`src/qrlt_pkg.sv`:
```
// Shared types, codes and sizes for the quorum replica lock table.
// No dependencies; every other file imports this package.
package qrlt_pkg;

  // sizes
  localparam int MAX_REPLICAS = 16;
  localparam int CLIENT_BITS  = 8;
  localparam int CLIENT_W     = 8;   // width of the client_id port
  localparam int CFG_W        = 5;   // widest configuration register
  localparam int TALLY_W      = 5;
  localparam int POS_W        = (MAX_REPLICAS > 1) ? $clog2(MAX_REPLICAS) : 1;
  // width wide enough to compare a ring position, a count and MAX_REPLICAS
  localparam int CMP_W        = ((POS_W > CFG_W) ? POS_W : CFG_W) + 2;

  // action codes
  localparam logic [1:0] ACT_LOCK  = 2'd0;
  localparam logic [1:0] ACT_CHECK = 2'd1;
  localparam logic [1:0] ACT_PLACE = 2'd2;
  localparam logic [1:0] ACT_NONE  = 2'd3;

  // lock kinds
  localparam logic [1:0] KIND_UNLOCKED = 2'd0;
  localparam logic [1:0] KIND_READ     = 2'd1;
  localparam logic [1:0] KIND_WRITE    = 2'd2;

  // result status codes
  localparam logic [1:0] ST_OK     = 2'd0;
  localparam logic [1:0] ST_MISS   = 2'd1;
  localparam logic [1:0] ST_BADIDX = 2'd2;

  // configuration register indexes
  localparam logic [1:0] CFG_READ_Q  = 2'd0;
  localparam logic [1:0] CFG_WRITE_Q = 2'd1;
  localparam logic [1:0] CFG_COUNT   = 2'd2;

  localparam logic [TALLY_W-1:0] TALLY_MAX = '1;

  // one replica entry as held in a cell
  typedef struct packed {
    logic [1:0]             lock;
    logic [CLIENT_BITS-1:0] owner;
    logic                   placed;
    logic                   up;
  } entry_t;

  // saturating tally increment
  function automatic logic [TALLY_W-1:0] sat_inc(input logic [TALLY_W-1:0] t);
    return (t == TALLY_MAX) ? t : t + TALLY_W'(1);
  endfunction

  // fit a client id into the owner field, low bits kept
  function automatic logic [CLIENT_BITS-1:0] to_owner(input logic [CLIENT_W-1:0] c);
    logic [CLIENT_BITS-1:0] r;
    r = '0;
    for (int i = 0; i < CLIENT_BITS; i++) begin
      if (i < CLIENT_W) r[i] = c[i];
    end
    return r;
  endfunction

endpackage

```
`src/quorum_replica_lock_table.sv`:
```
// Top level of the quorum replica lock table: control sequencer and the
// ring of qrlt_cell entries. Depends on qrlt_pkg and qrlt_cell.
//
// Usage. A command word is taken at a rising edge with start high and busy
// low: action, lock_kind, client_id, replica_index, placed, available.
// Each command gives one result word (status, replica_tally), shown for
// exactly one cycle with done high; the receiver cannot stall it.
// Configuration: cfg_we, cfg_index, cfg_data write read_quorum (0),
// write_quorum (1) or replica_count (2), one per write; write only when idle.
// Timing. The entries rotate through a ring of MAX_REPLICAS cells; the cell
// at the head is examined and rewritten as it passes, one entry a cycle.
// A granted read or write lock takes two full turns of the ring (count,
// then update) before done rises. Unlock, quorum check, good placement
// and a refused lock take one turn. A bad placement index or action three
// answers in the next cycle. busy falls with done, so a new word can be
// accepted in the cycle the result is shown.
// Reset (rst, synchronous) clears all entries, quorums to one, count to 0.
module quorum_replica_lock_table (
  input  logic                         clk,
  input  logic                         rst,
  input  logic                         start,
  output logic                         busy,
  input  logic [1:0]                   action,
  input  logic [1:0]                   lock_kind,
  input  logic [qrlt_pkg::CLIENT_W-1:0] client_id,
  input  logic [3:0]                   replica_index,
  input  logic                         placed,
  input  logic                         available,
  output logic                         done,
  output logic [1:0]                   status,
  output logic [qrlt_pkg::TALLY_W-1:0] replica_tally,
  input  logic                         cfg_we,
  input  logic [1:0]                   cfg_index,
  input  logic [qrlt_pkg::CFG_W-1:0]   cfg_data
);
  import qrlt_pkg::*;

  typedef enum logic [2:0] {
    S_IDLE   = 3'b001,
    S_COUNT  = 3'b010,
    S_UPDATE = 3'b100
  } state_t;

  state_t state;

  // configuration
  logic [CFG_W-1:0] read_quorum, write_quorum, replica_count;

  // latched command word
  logic [1:0]             act_q, kind_q;
  logic [CLIENT_BITS-1:0] owner_q;
  logic [3:0]             idx_q;
  logic                   placed_q, up_q;
  logic [CFG_W-1:0]       quorum_q;

  logic [POS_W-1:0]   pos;
  logic [TALLY_W-1:0] tally_q, tally_next;

  entry_t ring [MAX_REPLICAS];
  entry_t head, head_next;
  logic   shift;

  // entries in use: a count above the table size means none
  logic [CMP_W-1:0] n_ext, pos_ext, idx_ext;
  logic             in_use, last, idx_ok;
  logic [1:0]       kind_n;

  assign n_ext   = (CMP_W'(replica_count) > CMP_W'(MAX_REPLICAS)) ? '0
                                                                  : CMP_W'(replica_count);
  assign pos_ext = CMP_W'(pos);
  assign idx_ext = CMP_W'(idx_q);
  assign in_use  = pos_ext < n_ext;
  assign last    = pos == POS_W'(MAX_REPLICAS - 1);
  assign idx_ok  = CMP_W'(replica_index) < n_ext;
  assign kind_n  = (lock_kind > KIND_WRITE) ? KIND_WRITE : lock_kind;

  assign busy  = state != S_IDLE;
  assign shift = busy;
  assign head  = ring[0];

  // ring of cells: entries move towards the head, the rewritten head
  // re-enters at the tail
  for (genvar i = 0; i < MAX_REPLICAS; i++) begin : g_cell
    if (i == MAX_REPLICAS - 1) begin : g_tail
      qrlt_cell u_cell (
        .clk      (clk),
        .rst      (rst),
        .shift    (shift),
        .entry_in (head_next),
        .entry_q  (ring[i])
      );
    end else begin : g_body
      qrlt_cell u_cell (
        .clk      (clk),
        .rst      (rst),
        .shift    (shift),
        .entry_in (ring[i+1]),
        .entry_q  (ring[i])
      );
    end
  end

  // head examination and rewrite
  always_comb begin
    head_next  = head;
    tally_next = tally_q;
    if (in_use) begin
      if (state == S_COUNT) begin
        // free entries for a lock request
        if (head.lock == KIND_UNLOCKED && head.placed && head.up)
          tally_next = sat_inc(tally_q);
      end else if (state == S_UPDATE) begin
        unique case (act_q)
          ACT_LOCK: begin
            if (kind_q == KIND_UNLOCKED) begin
              if (head.placed && head.up) begin
                head_next.lock  = KIND_UNLOCKED;
                head_next.owner = '0;
                tally_next      = sat_inc(tally_q);
              end
            end else if (head.lock == KIND_UNLOCKED && head.placed && head.up) begin
              head_next.lock  = kind_q;
              head_next.owner = owner_q;
            end
          end
          ACT_CHECK: begin
            // live holders count, holders that are down lose the lock
            if (head.lock == kind_q && head.placed) begin
              if (head.up) tally_next = sat_inc(tally_q);
              else         head_next.lock = KIND_UNLOCKED;
            end
          end
          ACT_PLACE: begin
            if (pos_ext == idx_ext) begin
              head_next.placed = placed_q;
              head_next.up     = up_q;
            end
          end
          default: ;
        endcase
      end
    end
  end

  // sequencer, configuration and result word
  always_ff @(posedge clk) begin
    if (rst) begin
      state         <= S_IDLE;
      done          <= 1'b0;
      pos           <= '0;
      tally_q       <= '0;
      read_quorum   <= CFG_W'(1);
      write_quorum  <= CFG_W'(1);
      replica_count <= '0;
    end else begin
      done <= 1'b0;

      if (cfg_we) begin
        unique case (cfg_index)
          CFG_READ_Q:  read_quorum   <= cfg_data;
          CFG_WRITE_Q: write_quorum  <= cfg_data;
          CFG_COUNT:   replica_count <= cfg_data;
          default: ;
        endcase
      end

      unique case (state)
        S_IDLE: begin
          if (start) begin
            act_q    <= action;
            kind_q   <= kind_n;
            owner_q  <= to_owner(client_id);
            idx_q    <= replica_index;
            placed_q <= placed;
            up_q     <= available;
            quorum_q <= (kind_n == KIND_READ) ? read_quorum : write_quorum;
            tally_q  <= '0;
            pos      <= '0;
            if (action == ACT_NONE) begin
              done          <= 1'b1;
              status        <= ST_MISS;
              replica_tally <= '0;
            end else if (action == ACT_PLACE && !idx_ok) begin
              done          <= 1'b1;
              status        <= ST_BADIDX;
              replica_tally <= '0;
            end else if (action == ACT_LOCK && kind_n != KIND_UNLOCKED) begin
              state <= S_COUNT;
            end else begin
              state <= S_UPDATE;
            end
          end
        end
        S_COUNT: begin
          tally_q <= tally_next;
          pos     <= pos + POS_W'(1);
          if (last) begin
            pos <= '0;
            if (CFG_W'(tally_next) >= quorum_q) begin
              state <= S_UPDATE;
            end else begin
              state         <= S_IDLE;
              done          <= 1'b1;
              status        <= ST_MISS;
              replica_tally <= tally_next;
            end
          end
        end
        S_UPDATE: begin
          tally_q <= tally_next;
          pos     <= pos + POS_W'(1);
          if (last) begin
            pos   <= '0;
            state <= S_IDLE;
            done  <= 1'b1;
            if (act_q == ACT_CHECK)
              status <= (CFG_W'(tally_next) >= quorum_q) ? ST_OK : ST_MISS;
            else
              status <= ST_OK;
            replica_tally <= (act_q == ACT_PLACE) ? '0 : tally_next;
          end
        end
        default: state <= S_IDLE;
      endcase
    end
  end

endmodule

```
`src/qrlt_cell.sv`:
```
// One cell of the replica ring: holds a single entry and takes its
// neighbour's entry whenever the ring shifts. Depends on qrlt_pkg.
module qrlt_cell (
  input  logic            clk,
  input  logic            rst,
  input  logic            shift,
  input  qrlt_pkg::entry_t entry_in,
  output qrlt_pkg::entry_t entry_q
);
  import qrlt_pkg::*;

  // entry register, cleared to unlocked / unplaced at reset
  always_ff @(posedge clk) begin
    if (rst) begin
      entry_q <= '0;
    end else if (shift) begin
      entry_q <= entry_in;
    end
  end

endmodule

```
`config.mk`:
```
export PLATFORM = sky130hd
export DESIGN_NAME = quorum_replica_lock_table
export DESIGN_NICKNAME = d
export VERILOG_FILES = /design/src/qrlt_pkg.sv /design/src/quorum_replica_lock_table.sv /design/src/qrlt_cell.sv
export SDC_FILE = /design/constraint.sdc
export NUM_CORES = 1
export LEC_CHECK = 0
export ABC_AREA = 1
export ABC_CLOCK_PERIOD_IN_PS = 4000
export BUFFER_PORTS_ARGS = -buffer_cell sky130_fd_sc_hd__buf_2
export CELL_PAD_IN_SITES_DETAIL_PLACEMENT = 0
export CELL_PAD_IN_SITES_GLOBAL_PLACEMENT = 2
export CORE_MARGIN = 2
export CORE_UTILIZATION = 30
export CTS_CLUSTER_SIZE = 28
export DETAILED_ROUTE_END_ITERATION = 10
export GPL_ROUTABILITY_DRIVEN = 0
export PLACE_DENSITY = 0.77
export RECOVER_POWER = 50
export SETUP_SLACK_MARGIN = 0.5
export SLEW_MARGIN = 10
export SYNTH_ARGS = -nofsm -noshare
export SYNTH_HDL_FRONTEND = slang
export SYNTH_HIERARCHICAL = 1
export SYNTH_SLANG_ARGS = --single-unit
```
`constraint.sdc`:
```
create_clock -name clk -period 4 [get_ports clk]
set_input_delay 0.8 -clock clk [delete_from_list [all_inputs] [get_ports clk]]
set_output_delay 0.8 -clock clk [all_outputs]
set_load 0.05 [all_outputs]
```
Word-level counts from Yosys, hierarchy flattened
Cells that the tools add are included.
{"block": "classes", "n_lt_le_gt_ge": 5, "muxes": 62, "n_eq_ne": 22, "reduce_logical": 23, "bitwise": 1, "add_sub_neg": 2}
{"operator": "5-bit 2-to-1 mux", "count": 19}
{"operator": "12-bit 2-to-1 mux", "count": 3}
{"operator": "10-bit 2-to-1 mux", "count": 3}
{"operator": "2-bit 2-to-1 mux", "count": 11}
{"operator": "3-bit 2-to-1 mux", "count": 7}
{"operator": "5-bit case mux with 2 select lines", "count": 2}
{"operator": "5-bit case mux with 3 select lines", "count": 1}
{"operator": "2-bit inequality test (second input constant)", "count": 6}
{"operator": "2-bit logical NOT", "count": 5}
{"operator": "4-bit by 5-bit < comparator with 1-bit output", "count": 2}
{"operator": "3-bit case mux with 3 select lines", "count": 1}
{"operator": "2-bit equality test (second input constant)", "count": 4}
{"operator": "1-bit 2-to-1 mux", "count": 8}
{"operator": "4-bit 2-to-1 mux", "count": 2}
{"operator": "8-bit 2-to-1 mux", "count": 1}
{"operator": "4-bit case mux with 2 select lines", "count": 1}
{"operator": "2-bit AND reduction", "count": 4}
{"operator": "7-bit AND reduction", "count": 1}
{"operator": "2-bit by 1-bit equality test with 1-bit output (second input constant)", "count": 3}
{"operator": "1-bit logical AND", "count": 6}
{"operator": "2-bit case mux with 3 select lines", "count": 1}
{"operator": "5-bit by 1-bit adder with 5-bit output (second input constant)", "count": 1}
{"operator": "5-bit equality test (second input constant)", "count": 1}
{"operator": "5-bit >= comparator", "count": 1}
{"operator": "20 further kinds", "count": 21}
{"block": "word_totals", "wordCells": 195, "regBits": 250, "input_bits": 29}

Depth between registers and ports, before layout
{"block": "logic_depth", "word_depth": 13, "mapped_depth": 22, "depth_no_buf": 21}

Cells and area by module
The synthesis kept the hierarchy.
{"mod": "qrlt_cell", "instances": 16, "seq_area_each_um2": 240.2, "cells_each": 76, "area_each_um2": 496.7}
{"mod": "quorum_replica_lock_table", "instances": 1, "seq_area_each_um2": 1461.4, "cells_each": 419, "area_each_um2": 3234.4}

Worst setup path after synthesis
No wires, ideal clock.
{"block": "synth_timing", "kind": "reg2reg", "start": "register replica_count[3]", "end": "register replica_tally[0] (netlist name), enable pin", "setup_time_ns": 0.273, "stages_incl_launch_ff": 20, "path_slack_ns": 1.110, "arrival_ns": 2.617, "period_less_slack_ns": 2.890, "cell_sequence": "dfxtp_1 nor2_2 nand3_1 nand2_1 nand2_1 ha_1 a21oi_1 o21ai_1 a21oi_2 buf_6 nand3_1 nand2_1 inv_1 ha_1 nand2_1 o21a_1 nand3_1 inv_1 o211ai_1 inv_1"}
{"block": "synth_between", "elab_chain_cells": 7}
{"element": "from (decl)", "line": "quorum_replica_lock_table.sv:47", "rtl": "logic [CFG_W-1:0] read_quorum, write_quorum, replica_count;"}
{"element": "from (signal assigned)", "line": "quorum_replica_lock_table.sv:162", "rtl": "CFG_COUNT: replica_count <= cfg_data;"}
{"element": "5-bit greater-than comparator", "line": "quorum_replica_lock_table.sv:68", "rtl": "assign n_ext = (CMP_W'(replica_count) > CMP_W'(MAX_REPLICAS)) ? '0"}
{"element": "5-bit 2-to-1 mux *", "line": "quorum_replica_lock_table.sv:68"}
{"element": "4-bit by 5-bit < comparator with 1-bit output (on tied branches)", "line": "quorum_replica_lock_table.sv:72, quorum_replica_lock_table.sv:74"}
{"element": "5-bit 2-to-1 mux or 1-bit logical NOT (tied branches)", "line": "quorum_replica_lock_table.sv:107, quorum_replica_lock_table.sv:183"}
{"element": "5-bit >= comparator or 1-bit logical AND (tied branches)", "line": "quorum_replica_lock_table.sv:199, quorum_replica_lock_table.sv:183"}
{"element": "2-bit inequality test (no line) or 3-bit inequality test (tied branches)"}
{"element": "7-bit AND reduction (no line) *"}
{"element": "to (signal assigned)", "line": "quorum_replica_lock_table.sv:205", "rtl": "replica_tally <= tally_next;"}
{"element": "to (signal assigned)", "line": "quorum_replica_lock_table.sv:220", "rtl": "replica_tally <= (act_q == ACT_PLACE) ? '0 : tally_next;"}
{"element": "to (decl)", "line": "quorum_replica_lock_table.sv:31", "rtl": "output logic [qrlt_pkg::TALLY_W-1:0] replica_tally,"}
Every way passes the cells marked *; elsewhere a longest branch is shown, timed or not.
A chain may end at the register's enable or synchronous reset.

Worst setup path after layout
{"block": "layout_timing", "start": "register state[0]", "end": "register state[2]"}
{"block": "layout_between", "elab_chain_cells": 8}
{"element": "from (decl)", "line": "quorum_replica_lock_table.sv:44", "rtl": "state_t state;"}
{"element": "from (signal assigned)", "line": "quorum_replica_lock_table.sv:148", "rtl": "state <= S_IDLE;"}
{"element": "from (signal assigned)", "line": "quorum_replica_lock_table.sv:188", "rtl": "state <= S_COUNT;"}
{"element": "from (signal assigned)", "line": "quorum_replica_lock_table.sv:190", "rtl": "state <= S_UPDATE;"}
{"element": "3-bit equality test", "line": "quorum_replica_lock_table.sv:112, quorum_replica_lock_table.sv:167"}
{"element": "5-bit 2-to-1 mux", "line": "quorum_replica_lock_table.sv:112", "rtl": "end else if (state == S_UPDATE) begin"}
{"element": "5-bit 2-to-1 mux", "line": "quorum_replica_lock_table.sv:108", "rtl": "if (state == S_COUNT) begin"}
{"element": "5-bit 2-to-1 mux", "line": "quorum_replica_lock_table.sv:107", "rtl": "if (in_use) begin"}
{"element": "5-bit >= comparator", "line": "quorum_replica_lock_table.sv:199", "rtl": "if (CFG_W'(tally_next) >= quorum_q) begin"}
{"element": "3-bit 2-to-1 mux", "line": "quorum_replica_lock_table.sv:199"}
{"element": "3-bit 2-to-1 mux", "line": "quorum_replica_lock_table.sv:197", "rtl": "if (last) begin"}
{"element": "3-bit case mux with 3 select lines", "line": "quorum_replica_lock_table.sv:167", "rtl": "unique case (state)"}
Parallel ways exist; a longest one is shown, timed or not. The select of a mux whose other input is x is not followed.

==> flow_summary_export.csv <==
group,metric,value,unit
timing,fmax,315.1,MHz
layout,drive_above_1_share,8.648,%
global_routing,grt_max_degree,79,
critical_path,setup.worst_path.class,"flop to flop",
critical_path,cp_max_fo,78,
critical_path,end_kind,"flop",
floorplan,die_x,142.4,um
critical_path,start_kind,"flop",
pwr,power.total,0.004644,W
floorplan,die_h,142.4,um
clock_tree,clock_sinks,114,
clock_tree,clk-insertion-delay-late,410,ps
timing,maxSlewViolCount,52,
pwr,vdd_drop_max,0.3206,mV
worst_hold_path,min_path_cells,2,
worst_hold_path,hold_end,"state[0]$_SDFFE_PP1P_",
routing,num_vias,4397,
synth,syn-num-nets,848,
critical_path,r2r_cells,7,
pwr,p_sw,0.001611,W
pwr,combPwrFrac,29.8,%
pwr,p_per_area,724.9,nW/um^2
pwr,power_frac_clock,36.2,%
global_routing,grt_remaining_overflow,0,
timing,setup-tns-final,0,ps
routing,drt_iter0_drc,222,
synth,syn_inst,806,
clock_tree,cts_tree,"built",
routing,drtAntennaViolNets,0,
timing,fin_crit_sh,79.35,%
clock_tree,clkTransAtPathRegs,60,ps
floorplan,dieArea,20280,um^2
run_status,outcome,"finished with violations",
critical_path,cp.required,4350,ps
critical_path,r2r_end,"state[2]$_SDFFE_PP0P_",
clock_tree,cts_buffer_depth,2,
layout,post-route-util,34.13,%
routing,routed_wl,11460,um
timing,max_slew_margin,-34.07,%
worst_hold_path,min_path_type,"flop to flop",
run_status,violations,"max-capacitance violations, max-slew violations",
clock_tree,cts_hold_buf,0,
worst_hold_path,hp-start,"state[0]$_SDFFE_PP1P_",
timing,period_minus_slack,3174,ps
layout,n_antenna_cell,0,
timing,finClkSkew,13.83,ps
timing,timing.hold.ws,459.5,ps
critical_path,r2r_slack,830,ps
floorplan,core_area,18770,um^2
place,portBuffers,29,
global_routing,grt_pass1_vias,4152,
floorplan,rows,50,
routing,wl_per_cell,10.86,um
routing,route.detailed.drc,0,
synth,yosys_warnings,6,
clock_tree,cts_buffers,17,
clock_tree,htreeDepth,4,
layout,layout.cells.most_common_list,"nand2_1, nor2_1, inv_1, dfxtp_1, nand3_1",
routing,via_per_inst,4.168,
pwr,leakage,3.006,nW
place,dpl.hpwl,7972,um
global_routing,antenna_found_initial,0,
layout,final_nets,850,
layout,final_common_cell,"nand2_1",
synth,synth.avg_cell_area,7.132,um^2
run,cap_violations,2,
clock_tree,cts_root_buf,"clkbuf_16",
floorplan,initial_core_util,30.63,%
pwr,switching_share,34.69,%
floorplan,io_pins,38,
routing,dr.pass1.iters,4,
global_routing,grt_usage,12.19,%
synth,synthesis.area,5748,um^2
timing,rsz0062_at_grt,"false",
pwr,seq_power_share,34.0,%
timing,hold_violations,0,
critical_path,rr_startpoint,"state[0]$_SDFFE_PP1P_",
pwr,p_int,0.003033,W
layout,syn2layout_area_growth,11.45,%
global_routing,grt_pass1_wl,19500,um
timing,tightest_slew,2011,ps
critical_path,arrival,3530,ps
timing,setup-violations-final,0,
[sequential cells by signal, indices dropped and copies added (netlist names), 2 cells and up]
register and flops:
pos 4, replica_tally 5, tally_q 5, state 3, write_quorum 5, status 2
g_cell.g_body.u_cell/entry_q 60, idx_q 4, act_q 2, quorum_q 5, read_quorum 5, replica_count 5
g_cell.g_tail.u_cell/entry_q 4, kind_q 2
[power by group through the flow]
stage	Combinational (W)	Clock (W)	Sequential, W
6_report	0.00138	0.00168	0.00158
5_1_grt	0.00163	0.00178	0.00161
4_1_cts	0.00139	0.00172	0.00158
3_5_place_dp	0.00138	0	0.00161
3_3_place_gp	0.00139	0	0.00160
2_1_floorplan	0.00146	0	0.00165
[timing repair]
item,in CTS,in global routing
setup endpoints to repair,0,10
buffers inserted,0,1
hold endpoints to repair,0,0
gates resized for setup,0,2
[stage by stage]
stage / setup slack, ps / instances / area (um^2)
final: 826.1 / 1055 / 6406
after global routing: 505.7 / 1055 / 6406
after CTS: 557.3 / 1054 / 6421
after detailed placement: 573.0 / 1022 / 5764
after global placement: 568.4 / 1022 / 5764
after floorplan: 1110 / 806 / 5748
[routing by layer]
| layer | wire length, um | GRT usage [%] |
|---|---|---|
| met3 | 370 | 3.802 |
| met5 | 0 | 0 |
| met2 | 5054 | 18.87 |
| met4 | 59 | 4.221 |
| met1 | 5977 | 16.10 |
[worst max-delay path: stages (launching register included)]
cell,delay [ps]
dfxtp_1,330
inv_1,70
nor3_1,520
clkinvlp_2,590
clkbuf_2,900
o22ai_1,470
nor2_1,80
nor2_1,100
[layout make-up]
type	instances	area (um^2)
clock buffer	19	464.2
clock inverter	13	192.7
fill	2101	12360
inverter	131	493.0
multi-input combinational	508	2280
sequential	114	2502
tap	234	292.8
timing repair buffer	36	181.4
[worst max-delay path by stage]
| stage | to | from |
|---|---|---|
| after global placement | replica_tally[1]$_DFFE_PP_ | replica_count[3]$_SDFFE_PP0P_ |
| final | state[2]$_SDFFE_PP0P_ | state[0]$_SDFFE_PP1P_ |
| after floorplan | replica_tally[0]$_DFFE_PP_ | replica_count[3]$_SDFFE_PP0P_ |
| after global routing | state[2]$_SDFFE_PP0P_ | state[0]$_SDFFE_PP1P_ |
| after detailed placement | replica_tally[0]$_DFFE_PP_ | replica_count[3]$_SDFFE_PP0P_ |
| after CTS | status[0]$_DFFE_PP_ | replica_count[3]$_SDFFE_PP0P_ |
No activity file was read; power rests on OpenSTA's default activity.
